$ cat src/irpw_pkg.sv
// Shared types and constants for the IR pulse-width frame decoder.
`default_nettype none

package irpw_pkg;

    localparam logic OP_INTERVAL = 1'b0;
    localparam logic OP_RELEASE  = 1'b1;

    localparam int STEP_W = 7;
    localparam logic [STEP_W-1:0] STEP_SYNC_MARK  = 7'd0;
    localparam logic [STEP_W-1:0] STEP_SYNC_SPACE = 7'd1;
    localparam logic [STEP_W-1:0] STEP_FIRST_BIT  = 7'd2;
    localparam logic [STEP_W-1:0] STEP_HELD       = 7'd66;

    localparam logic [15:0] WIN_ANY_LO    = 16'd80;
    localparam logic [15:0] WIN_ANY_HI    = 16'd250;
    localparam logic [15:0] WIN_SMARK_LO  = 16'd120;
    localparam logic [15:0] WIN_SMARK_HI  = 16'd250;
    localparam logic [15:0] WIN_SSPACE_LO = 16'd70;
    localparam logic [15:0] WIN_SSPACE_HI = 16'd100;
    localparam logic [15:0] WIN_BMARK_LO  = 16'd130;
    localparam logic [15:0] WIN_BMARK_HI  = 16'd180;
    localparam logic [15:0] WIN_SHORT_LO  = 16'd80;
    localparam logic [15:0] WIN_SHORT_HI  = 16'd110;
    localparam logic [15:0] WIN_LONG_LO   = 16'd110;
    localparam logic [15:0] WIN_LONG_HI   = 16'd165;

    localparam int QUEUE_DEPTH_DEF = 2;

    typedef struct packed {
        logic        opcode;
        logic [15:0] duration;
    } t_in_item;

    typedef struct packed {
        logic        code_ready;
        logic [31:0] code_word;
        logic        frame_error;
    } t_out_item;

    typedef struct packed {
        logic release_op;
        logic in_win;
        logic sync_mark;
        logic sync_space;
        logic bit_mark;
        logic short_space;
        logic long_space;
    } t_cls;

    function automatic logic in_window(input logic [15:0] d, input logic [15:0] lo,
                                       input logic [15:0] hi);
        return (d > lo) && (d < hi);
    endfunction

endpackage

`default_nettype wire

$ cat src/irpw_front.sv
// Front end: classifies each interval beat against the protocol windows.
`default_nettype none

module irpw_front
    import irpw_pkg::*;
(
    input  wire logic     i_in_valid,
    input  wire t_in_item i_in_data,
    output logic          o_push,
    output t_cls          o_cls,
    input  wire logic     i_full
);

    assign o_push = i_in_valid && !i_full;

    always_comb begin
        o_cls.release_op  = (i_in_data.opcode == OP_RELEASE);
        o_cls.in_win      = in_window(i_in_data.duration, WIN_ANY_LO, WIN_ANY_HI);
        o_cls.sync_mark   = in_window(i_in_data.duration, WIN_SMARK_LO, WIN_SMARK_HI);
        o_cls.sync_space  = in_window(i_in_data.duration, WIN_SSPACE_LO, WIN_SSPACE_HI);
        o_cls.bit_mark    = in_window(i_in_data.duration, WIN_BMARK_LO, WIN_BMARK_HI);
        o_cls.short_space = in_window(i_in_data.duration, WIN_SHORT_LO, WIN_SHORT_HI);
        o_cls.long_space  = in_window(i_in_data.duration, WIN_LONG_LO, WIN_LONG_HI);
    end

endmodule

`default_nettype wire

$ cat src/irpw_queue.sv
// Short queue of classified beats between front and back end.
`default_nettype none

module irpw_queue
    import irpw_pkg::*;
#(
    parameter int DEPTH = QUEUE_DEPTH_DEF
) (
    input  wire logic i_clk,
    input  wire logic i_rst_n,
    input  wire logic i_push,
    input  wire t_cls i_cls,
    output logic      o_full,
    output logic      o_valid,
    output t_cls      o_cls,
    input  wire logic i_pop
);

    localparam int PTR_W = (DEPTH > 1) ? $clog2(DEPTH) : 1;
    localparam int CNT_W = $clog2(DEPTH + 1);
    localparam logic [PTR_W-1:0] PTR_LAST = PTR_W'(DEPTH - 1);
    localparam logic [CNT_W-1:0] CNT_FULL = CNT_W'(DEPTH);

    t_cls             r_mem [DEPTH];
    logic [PTR_W-1:0] r_wr_ptr, n_wr_ptr;
    logic [PTR_W-1:0] r_rd_ptr, n_rd_ptr;
    logic [CNT_W-1:0] r_count, n_count;

    assign o_full  = (r_count == CNT_FULL);
    assign o_valid = (r_count != '0);
    assign o_cls   = r_mem[r_rd_ptr];

    always_comb begin
        n_wr_ptr = r_wr_ptr;
        n_rd_ptr = r_rd_ptr;
        n_count  = r_count;
        if (i_push) begin
            n_wr_ptr = (r_wr_ptr == PTR_LAST) ? '0 : r_wr_ptr + 1'b1;
        end
        if (i_pop) begin
            n_rd_ptr = (r_rd_ptr == PTR_LAST) ? '0 : r_rd_ptr + 1'b1;
        end
        if (i_push && !i_pop) begin
            n_count = r_count + 1'b1;
        end else if (!i_push && i_pop) begin
            n_count = r_count - 1'b1;
        end
    end

    always_ff @(posedge i_clk) begin
        if (!i_rst_n) begin
            r_wr_ptr <= '0;
            r_rd_ptr <= '0;
            r_count  <= '0;
        end else begin
            r_wr_ptr <= n_wr_ptr;
            r_rd_ptr <= n_rd_ptr;
            r_count  <= n_count;
        end
    end

    always_ff @(posedge i_clk) begin
        if (i_push) begin
            r_mem[r_wr_ptr] <= i_cls;
        end
    end

`ifndef NO_ASSERTIONS
    a_no_overflow: assert property (@(posedge i_clk) disable iff (!i_rst_n)
        o_full |-> !i_push) else $error("queue push while full");
    a_no_underflow: assert property (@(posedge i_clk) disable iff (!i_rst_n)
        !o_valid |-> !i_pop) else $error("queue pop while empty");
    a_count_range: assert property (@(posedge i_clk) disable iff (!i_rst_n)
        r_count <= CNT_FULL) else $error("queue count out of range");
`endif

endmodule

`default_nettype wire

$ cat src/irpw_back.sv
// Back end: frame step sequencer, indexed code register and result register.
`default_nettype none

module irpw_back
    import irpw_pkg::*;
(
    input  wire logic i_clk,
    input  wire logic i_rst_n,
    input  wire logic i_valid,
    input  wire t_cls i_cls,
    output logic      o_pop,
    output logic      o_out_valid,
    output t_out_item o_out_data,
    input  wire logic i_out_stall
);

    logic [STEP_W-1:0] r_step, n_step;
    logic [31:0]       r_code, n_code;
    logic              r_out_valid, n_out_valid;
    t_out_item         r_out, n_out;
    logic              abort;
    logic [4:0]        bit_idx;

    assign o_pop       = i_valid && (!r_out_valid || !i_out_stall);
    assign o_out_valid = r_out_valid;
    assign o_out_data  = r_out;

    assign bit_idx = r_step[5:1] - 5'd1;

    always_comb begin
        n_step = r_step;
        n_code = r_code;
        abort  = 1'b0;
        if (i_cls.release_op) begin
            n_step = STEP_SYNC_MARK;
            n_code = '0;
        end else if (r_step != STEP_HELD && i_cls.in_win) begin
            if (r_step >= STEP_FIRST_BIT) begin
                if (r_step[0]) begin
                    if (i_cls.short_space) begin
                        n_code[bit_idx] = 1'b0;
                        n_step = r_step + 1'b1;
                    end else if (i_cls.long_space) begin
                        n_code[bit_idx] = 1'b1;
                        n_step = r_step + 1'b1;
                    end else begin
                        abort = 1'b1;
                    end
                end else if (i_cls.bit_mark) begin
                    n_step = r_step + 1'b1;
                end else begin
                    abort = 1'b1;
                end
            end else if (r_step == STEP_SYNC_SPACE) begin
                if (i_cls.sync_space) begin
                    n_step = STEP_FIRST_BIT;
                end else begin
                    abort = 1'b1;
                end
            end else if (i_cls.sync_mark) begin
                n_step = STEP_SYNC_SPACE;
            end
            if (abort) begin
                n_code = '0;
                n_step = i_cls.sync_mark ? STEP_SYNC_SPACE : STEP_SYNC_MARK;
            end
        end
    end

    always_comb begin
        n_out_valid = r_out_valid;
        n_out       = r_out;
        if (o_pop) begin
            n_out_valid           = 1'b1;
            n_out.code_ready      = (n_step == STEP_HELD);
            n_out.code_word       = (n_step == STEP_HELD) ? n_code : '0;
            n_out.frame_error     = abort;
        end else if (!i_out_stall) begin
            n_out_valid = 1'b0;
        end
    end

    always_ff @(posedge i_clk) begin
        if (!i_rst_n) begin
            r_step      <= STEP_SYNC_MARK;
            r_code      <= '0;
            r_out_valid <= 1'b0;
        end else begin
            if (o_pop) begin
                r_step <= n_step;
                r_code <= n_code;
            end
            r_out_valid <= n_out_valid;
        end
    end

    always_ff @(posedge i_clk) begin
        r_out <= n_out;
    end

`ifndef NO_ASSERTIONS
    a_step_range: assert property (@(posedge i_clk) disable iff (!i_rst_n)
        r_step <= STEP_HELD) else $error("frame step out of range");
    a_ready_held: assert property (@(posedge i_clk) disable iff (!i_rst_n)
        r_out_valid && r_out.code_ready |-> r_step == STEP_HELD)
        else $error("code shown ready while not held");
    a_error_not_ready: assert property (@(posedge i_clk) disable iff (!i_rst_n)
        r_out_valid && r_out.frame_error |-> !r_out.code_ready)
        else $error("aborted frame shown ready");
    a_held_stays: assert property (@(posedge i_clk) disable iff (!i_rst_n)
        r_step == STEP_HELD && !(o_pop && i_cls.release_op) |=> r_step == STEP_HELD)
        else $error("held code dropped without release");
`endif

endmodule

`default_nettype wire

$ cat src/ir_pulse_width_frame_decoder_core.sv
// Top level of the IR pulse-width frame decoder.
//
//   channel  direction  payload     handshake
//   in       input      t_in_item   i_in_valid / o_in_stall
//   out      output     t_out_item  o_out_valid / i_out_stall
//
// One beat per cycle sustained while the output is not stalled; a result is presented
// after its input beat is accepted, passes through the queue and is then loaded into the result register.
// The back-end step register is updated once per beat.
// Reset is synchronous; it clears the frame step, the code and the queue.
// A stalled output fills the queue, and input stall rises when the queue is full.
`default_nettype none

module ir_pulse_width_frame_decoder_core
    import irpw_pkg::*;
#(
    parameter int QUEUE_DEPTH = QUEUE_DEPTH_DEF
) (
    input  wire logic     i_clk,
    input  wire logic     i_rst_n,
    input  wire logic     i_in_valid,
    output logic          o_in_stall,
    input  wire t_in_item i_in_data,
    output logic          o_out_valid,
    input  wire logic     i_out_stall,
    output t_out_item     o_out_data
);

    logic push;
    logic full;
    t_cls front_cls;
    logic q_valid;
    t_cls q_cls;
    logic pop;

    assign o_in_stall = full;

    irpw_front u_front (
        .i_in_valid (i_in_valid),
        .i_in_data  (i_in_data),
        .o_push     (push),
        .o_cls      (front_cls),
        .i_full     (full)
    );

    irpw_queue #(
        .DEPTH (QUEUE_DEPTH)
    ) u_queue (
        .i_clk   (i_clk),
        .i_rst_n (i_rst_n),
        .i_push  (push),
        .i_cls   (front_cls),
        .o_full  (full),
        .o_valid (q_valid),
        .o_cls   (q_cls),
        .i_pop   (pop)
    );

    irpw_back u_back (
        .i_clk       (i_clk),
        .i_rst_n     (i_rst_n),
        .i_valid     (q_valid),
        .i_cls       (q_cls),
        .o_pop       (pop),
        .o_out_valid (o_out_valid),
        .o_out_data  (o_out_data),
        .i_out_stall (i_out_stall)
    );

endmodule

`default_nettype wire
$ cat config.mk
export PLATFORM = sky130hd
export DESIGN_NAME = ir_pulse_width_frame_decoder_core
export DESIGN_NICKNAME = d
export VERILOG_FILES = /design/src/irpw_pkg.sv /design/src/irpw_front.sv /design/src/irpw_queue.sv /design/src/irpw_back.sv /design/src/ir_pulse_width_frame_decoder_core.sv
export SDC_FILE = /design/constraint.sdc
export NUM_CORES = 1
export LEC_CHECK = 0
export BUFFER_PORTS_ARGS = -buffer_cell sky130_fd_sc_hd__buf_2
export CAP_MARGIN = 10
export CORE_MARGIN = 2
export CORE_UTILIZATION = 64
export CTS_CLUSTER_DIAMETER = 80
export DETAILED_ROUTE_END_ITERATION = 8
export GPL_TIMING_DRIVEN = 0
export PLACE_DENSITY = 0.85
export REMOVE_ABC_BUFFERS = 1
export SYNTH_ARGS = -nofsm -noshare
export SYNTH_HDL_FRONTEND = slang
export SYNTH_SLANG_ARGS = --single-unit
$ cat constraint.sdc
create_clock -name i_clk -period 6.6 [get_ports i_clk]
set_clock_uncertainty 0.05 [all_clocks]
set_input_delay 0.66 -clock i_clk [delete_from_list [all_inputs] [get_ports i_clk]]
set_output_delay 0.66 -clock i_clk [all_outputs]
set_load 0.05 [all_outputs]
==> run metrics, run 1 <==
clock tree from TritonCTS done; VDD IR max 0.000434 V; via count of the first global-routing pass 4541; ant diodes 0; commonest non-fill, non-tap cell in the layout sky130_fd_sc_hd__nand2_1; Overall Power 0.00224 W; worst hold path type reg -> reg; cell with the biggest individual delay on the critical path sky130_fd_sc_hd__a31oi_1; iteration count of the initial detailed-routing pass 8; clock share of power 0.192; total wire length 14000 microns; # nets final 623; most used flip-flop cell after synthesis sky130_fd_sc_hd__edfxtp_1; data required time at the worst endpoint 6.71 ns; post_cts resized 0; worst reg-to-reg setup slack 2.45 ns; worst r2r dst u_back.o_out_data[7]; number of vias after detailed routing 4868; filler instances 639; number of hold buffers added after cts 0; total CTS buffers 9; flip-flop and latch count after synthesis 93; crit-path cells mux2i_1, a31oi_1, o31ai_1, a211o_1, a2111o_1, buf_16, a2111oi_1; worst slew slack as a fraction of its limit 0.110; highest achievable clock rate 241 MHz; setup repair after global routing missed its margin false; Final period util 0.629; detail-routed via count per cell 6.88; H-tree levels 3; Crit Path Category reg -> reg; vertical extent of the die 94.9 microns; die outline width 94.9 microns; RePlAce Congestion 0.927; register clock-pin slew on the reported worst setup and hold paths 0.10 ns; Crit. End Element flop; CP max FO 23; post-route cell area 5850 sq um; cell chosen for the clock root sky130_fd_sc_hd__clkbuf_8; sink of the worst hold path u_back.r_code[11]; Cells on Worst Hold Path 2; switching power 0.00103 W; startpoint kind of the worst setup timing path flop; number of cells on the worst reg-to-reg path 7; worst hold slack across all endpoints 0.413 ns; number of distinct library cell variants in the gate-level netlist after synthesis 69; clock sink count 93; area growth from synthesis to layout 10.7%; buffer count from post-CTS setup fixing 0; number of enable flip-flop cells after synthesis 48; Skew-Pair Late Insertion Delay 0.37 ns; Comb pwr share 0.449; Placement Rows 33; Gate Count Post-Synth 568; ports placed on the boundary 57; HPWL after DPL 9460 microns; slew at the pin with the worst max-slew slack 1.32 ns; DRC Markers 0; number of hold violations in the final report 0; sequential area share after synthesis 0.443; shortest period the worst path allows 4.15 ns; outcome completed; pin count of the biggest net entering global routing 49; post-synthesis instance area 5290 sq um; fraction of registers with async set or reset after synthesis 0; fin. max-slew vios 0; number of nets with antenna violations after routing 0; Maximum Capacitance Violations 0; post-detailed-route wirelength per cell 19.7 microns; data arrival time of the critical path 4.26 ns; # setup viols final 0; total global-route track usage 0.326; mean instance size in the synthesized netlist 9.31 sq um; number of synthesis warnings 0; Int Pwr 0.00121 W; highest cell delay on the worst timing path 0.88 ns; die area 9010 sq um; hold path startpoint u_back.r_code[11]; sequential fraction of design power 0.359; proportion of total power due to net switching 0.459; PortBufs 56; total gr overflow 0; starting density of the core 0.654; fraction of final layout cells sized beyond drive strength 1 0.181; dpl cell area 5620 sq um; Max Root-Sink Buffers 2; first-pass GRT wire length 22700 microns; area of the core region 8090 sq um; initial antenna violation count 0; highest-count cells in the layout ignoring fill and taps sky130_fd_sc_hd__nand2_1 (60), sky130_fd_sc_hd__buf_2 (56), sky130_fd_sc_hd__edfxtp_1 (48); Iteration-0 DRC Markers 573; leakage dissipation 1.86 nW; cell area power density 383 nW/um^2
## cells in the mapped netlist, types with 3 or more instances
cell	n	share of area
sky130_fd_sc_hd__buf_2	8	0.0076
sky130_fd_sc_hd__mux2_2	4	0.0085
sky130_fd_sc_hd__inv_1	9	0.0064
sky130_fd_sc_hd__nand2b_1	5	0.0059
sky130_fd_sc_hd__nor4_2	11	0.026
sky130_fd_sc_hd__mux2i_1	8	0.015
sky130_fd_sc_hd__nor3b_1	6	0.0085
sky130_fd_sc_hd__nor4_1	7	0.0083
sky130_fd_sc_hd__a2111oi_1	3	0.0057
sky130_fd_sc_hd__o22ai_1	9	0.011
sky130_fd_sc_hd__and3_1	7	0.0083
sky130_fd_sc_hd__a211o_1	6	0.0099
sky130_fd_sc_hd__a211oi_1	4	0.0057
sky130_fd_sc_hd__buf_4	4	0.0057
sky130_fd_sc_hd__a31oi_1	18	0.021
sky130_fd_sc_hd__or4_1	3	0.0043
sky130_fd_sc_hd__nand4_1	3	0.0035
sky130_fd_sc_hd__edfxtp_1	48	0.27
sky130_fd_sc_hd__o41ai_1	3	0.0050
sky130_fd_sc_hd__dfxtp_1	45	0.17
sky130_fd_sc_hd__and2_1	14	0.017
sky130_fd_sc_hd__a21boi_0	14	0.020
sky130_fd_sc_hd__clkbuf_1	26	0.018
sky130_fd_sc_hd__o211ai_1	4	0.0057
sky130_fd_sc_hd__or3_1	9	0.011
sky130_fd_sc_hd__ha_1	4	0.0095
sky130_fd_sc_hd__o31ai_1	9	0.013
sky130_fd_sc_hd__a21o_1	3	0.0043
sky130_fd_sc_hd__o221ai_1	4	0.0066
sky130_fd_sc_hd__o21ai_0	26	0.025
sky130_fd_sc_hd__o21a_1	3	0.0043
sky130_fd_sc_hd__a22oi_1	5	0.0071
sky130_fd_sc_hd__nand3_1	16	0.015
sky130_fd_sc_hd__a21oi_1	33	0.031
sky130_fd_sc_hd__nor3_1	39	0.037
sky130_fd_sc_hd__nor2_1	35	0.025
sky130_fd_sc_hd__nand2_1	60	0.043
sky130_fd_sc_hd__nor2b_1	9	0.011
## layout make-up
cell class / instances / area (sq um) / share of cell area
sequential: 93 / 2340 / 0.400
timing repair buffer: 61 / 387 / 0.0660
multi-input combinational: 424 / 2740 / 0.468
inverter: 9 / 33.8 / 0.00577
clock inverter: 6 / 93.8 / 0.0160
tap: 105 / 131 / 0.0224
clock buffer: 10 / 128 / 0.0218
## registers in the layout, indices dropped and copies added (netlist names), named ones only
signal	cells
u_queue.r_count	2
u_back.o_out_data	34
u_back.o_out_valid	1
u_queue.r_mem	14
u_queue.r_rd_ptr	1
u_back.r_code	32
u_back.r_step	7
u_queue.r_wr_ptr	1
## worst max-delay path: cells and delay by family (launching register included)
kind / cells / cell delay (ns)
mux: 1 / 0.34
compound gates: 5 / 2.52
flops: 1 / 0.73
buf+inv: 1 / 0.29
## power by group through the flow
stage                     logic (W)  clock network (W)  registers, W
after global routing        0.00107           0.000456      0.000818
after CTS                  0.000992           0.000429      0.000804
after detailed placement   0.000988                  0      0.000816
after global placement     0.000906                  0      0.000817
after floorplan            0.000430                  0       0.00107
final                       0.00101           0.000431      0.000804
## how the worst max path moves through the flow
stage                      endpoint  slack [ns]  cells after the start
4_1_cts        u_back.o_out_data[3]        2.47                      7
5_1_grt        u_back.o_out_data[3]        2.09                      7
6_report       u_back.o_out_data[7]        2.45                      7
3_3_place_gp       u_back.r_step[5]       -1.74                      6
2_1_floorplan      u_back.r_step[5]        1.13                      6
3_5_place_dp   u_back.o_out_data[3]        2.54                      7
## kinds of logic (layout without fill, tap and decap cells)
group / Yosys count / count (layout) / synth area share
flops: 93 / 93 / 0.443
simple gates: 233 / 233 / 0.244
fa+ha+maj: 4 / 4 / 0.00946
xor+xnor: 3 / 3 / 0.00497
mux: 13 / 13 / 0.0279
compound gates: 171 / 171 / 0.227
buf+inv: 51 / 86 / 0.0438
## layer usage
layer	global-route usage	routed length, microns
met3	0.0686	1440
met5	0	0
met1	0.432	5560
met2	0.520	6580
met4	0.138	386
## stage by stage
step | std cells | setup TNS [ns] | util | setup WS [ns]
after floorplan | 526 | 0 | - | 1.13
after global placement | 687 | -81.40 | 0.680 | -1.74
after detailed placement | 691 | 0 | 0.695 | 2.54
after CTS | 707 | 0 | 0.722 | 2.47
after global routing | 708 | 0 | 0.723 | 2.09
final | 708 | 0 | 0.723 | 2.45
(Power assumes the default switching activity.)
==> run 2: changes to the inputs <==
- CORE_UTILIZATION: 64 -> 59
- PLACE_DENSITY: 0.85 -> 0.79
- clock period: 6.6 -> 4.21 ns (I/O delays scaled with it)
==> run metrics, run 2 (synthesized netlist as in run 1, its figures left out) <==
clock tree from TritonCTS done; highest achievable clock rate 250 MHz (+3.6%); data required time at the worst endpoint 4.28 ns (-2.43 ns); die outline width 98.7 microns (+4.0%); first-pass GRT wire length 22100 microns (-3.0%); Iteration-0 DRC Markers 494 (-14%); highest-count cells in the layout ignoring fill and taps sky130_fd_sc_hd__nand2_1 (60), sky130_fd_sc_hd__buf_2 (56), sky130_fd_sc_hd__edfxtp_1 (48); Placement Rows 34 (+3.0%); sequential fraction of design power 0.360 (about the same); ports placed on the boundary 57 (unchanged); Skew-Pair Late Insertion Delay 0.37 ns (about the same); switching power 0.00161 W (+57%); leakage dissipation 1.85 nW (-0.47%); register clock-pin slew on the reported worst setup and hold paths 0.10 ns (about the same); # setup viols final 0 (unchanged); commonest non-fill, non-tap cell in the layout sky130_fd_sc_hd__nand2_1; # nets final 623 (unchanged); total global-route track usage 0.279 (-0.0469); total wire length 13300 microns (-4.7%); cell area power density 596 nW/um^2 (+56%); area of the core region 8720 sq um (+7.8%); die area 9740 sq um (+8.1%); H-tree levels 3 (unchanged); iteration count of the initial detailed-routing pass 6 (-2); VDD IR max 0.000580 V (+34%); Crit. End Element flop; detail-routed via count per cell 6.69 (-2.7%); worst hold path type in -> reg; number of hold buffers added after cts 0 (unchanged); starting density of the core 0.606 (-0.0471); number of vias after detailed routing 4756 (-2.3%); cell with the biggest individual delay on the critical path sky130_fd_sc_hd__a2111o_1; number of nets with antenna violations after routing 0 (unchanged); post-detailed-route wirelength per cell 18.7 microns (-5.1%); Int Pwr 0.00187 W (+55%); HPWL after DPL 9060 microns (-4.3%); crit-path cells mux2i_1, a31oi_2, o31ai_1, a211o_1, a2111o_1, a2111oi_1; Reg area 2340 sq um (unchanged); vertical extent of the die 98.7 microns (+4.0%); area growth from synthesis to layout 10.6% (about the same); Comb pwr share 0.452 (+0.003); pin count of the biggest net entering global routing 49 (unchanged); Multi-input gate area 2750 sq um (+0.23%); proportion of total power due to net switching 0.462 (+0.00330); total CTS buffers 9 (unchanged); flip-flop count of the largest register after layout 34 (unchanged); number of hold violations in the final report 0 (unchanged); highest cell delay on the worst timing path 0.78 ns (-0.10 ns); outcome completed; crit path buf inv count 0 (-1); slew at the pin with the worst max-slew slack 1.23 ns (-0.0876 ns); worst slew slack as a fraction of its limit 0.170 (+0.0602); core occupancy in the finished layout 0.671 (-0.0527); Overall Power 0.00349 W (+56%); startpoint kind of the worst setup timing path flop; RePlAce Congestion 0.923 (-0.45%); PortBufs 56 (unchanged); initial antenna violation count 0 (unchanged); fraction of final layout cells sized beyond drive strength 1 0.182 (+0.00166); ant diodes 0 (unchanged); Final period util 0.952 (+0.323); setup repair after global routing missed its margin false; data arrival time of the critical path 4.07 ns (-0.19 ns); shortest period the worst path allows 4.01 ns (-0.145 ns); total gr overflow 0 (unchanged); via count of the first global-routing pass 4380 (-3.5%); fin. max-slew vios 0 (unchanged); clock share of power 0.188 (-0.004); Maximum Capacitance Violations 0 (unchanged); cell chosen for the clock root sky130_fd_sc_hd__clkbuf_8; CP delay by family, top compound AO/OA/AOI/OAI gates; clock sink count 93 (unchanged); Max Root-Sink Buffers 2 (unchanged); filler instances 673 (+5.3%); CP max FO 20 (-13%); DRC Markers 0 (unchanged); sum of negative setup slack 0 ns (unchanged); Crit Path Category reg -> reg
==> run 2: changes by cell type in the layout (fill, tap and decap cells not counted), sizes merged <==
| cell | delta |
|---|---|
| clkbuf | +2 |
| clkinvlp | +1 |
| buf | -1 |
| bufinv | -1 |
| inv | -1 |
==> run 2: area by class of cell <==
cell class / count / share of cell area
Clock inverter: 5 / 0.0111
Multi-Input combinational cell: 424 / 0.469
Tap cell: 108 / 0.0231
Inverter: 9 / 0.00578
Clock buffer: 11 / 0.0261
Sequential cell: 93 / 0.400
Timing Repair Buffer: 61 / 0.0642
==> run 2: final timing paths <==
kind         slack [ns]  cells past startpoint              endpoint               from
max reg2reg        0.20                      6  u_back.o_out_data[6]               flop
min reg2reg        0.43                      2     u_back.r_code[28]  u_back.r_code[28]
min                0.20                      1   u_queue.r_mem[0][6]      i_in_data[16]
max                0.20                      6  u_back.o_out_data[6]               flop
==> run 2: stage by stage <==
step	setup slack, ns	instances	hold WS, ns	area [sq um]
after floorplan	-1.26	526	0.382	5090
after global placement	-4.55	690	0.392	5510
after detailed placement	-0.00649	694	0.406	5620
after global routing	0.00102	711	0.206	5850
after CTS	0.256	710	0.203	5840
final	0.202	711	0.203	5850
==> run 2: metal layers <==
| metal | GRT usage | part of all wire | vias to the layer above |
|---|---|---|---|
| li1 | - | - | 2238 |
| met2 | 0.447 | 0.47 | 236 |
| met1 | 0.393 | 0.43 | 2256 |
| met5 | 0 | 0 | - |
| met3 | 0.0426 | 0.080 | 26 |
| met4 | 0.0885 | 0.020 | 0 |
==> run 2: timing repair <==
| action | 4_1_cts | 5_1_grt |
|---|---|---|
| endpoints found under the setup margin | 3 | 0 |
| resized for setup | 1 | 0 |
| buffers inserted | 0 | 0 |
==> run 2: worst reg2reg max path, delay by kind of cell (launching register included) <==
kind | cells | cell delay, ns
AO/OA/AOI/OAI | 5 | 2.60
multiplexers | 1 | 0.36
flip-flops | 1 | 0.74
==> run 2: power by group through the flow <==
stage	sequential, W	clock, W	combinational [W]
6_report	0.00126	0.000655	0.00158
3_5_place_dp	0.00128	0	0.00156
3_3_place_gp	0.00128	0	0.00143
5_1_grt	0.00128	0.000689	0.00167
4_1_cts	0.00126	0.000653	0.00157
2_1_floorplan	0.00168	0	0.000673
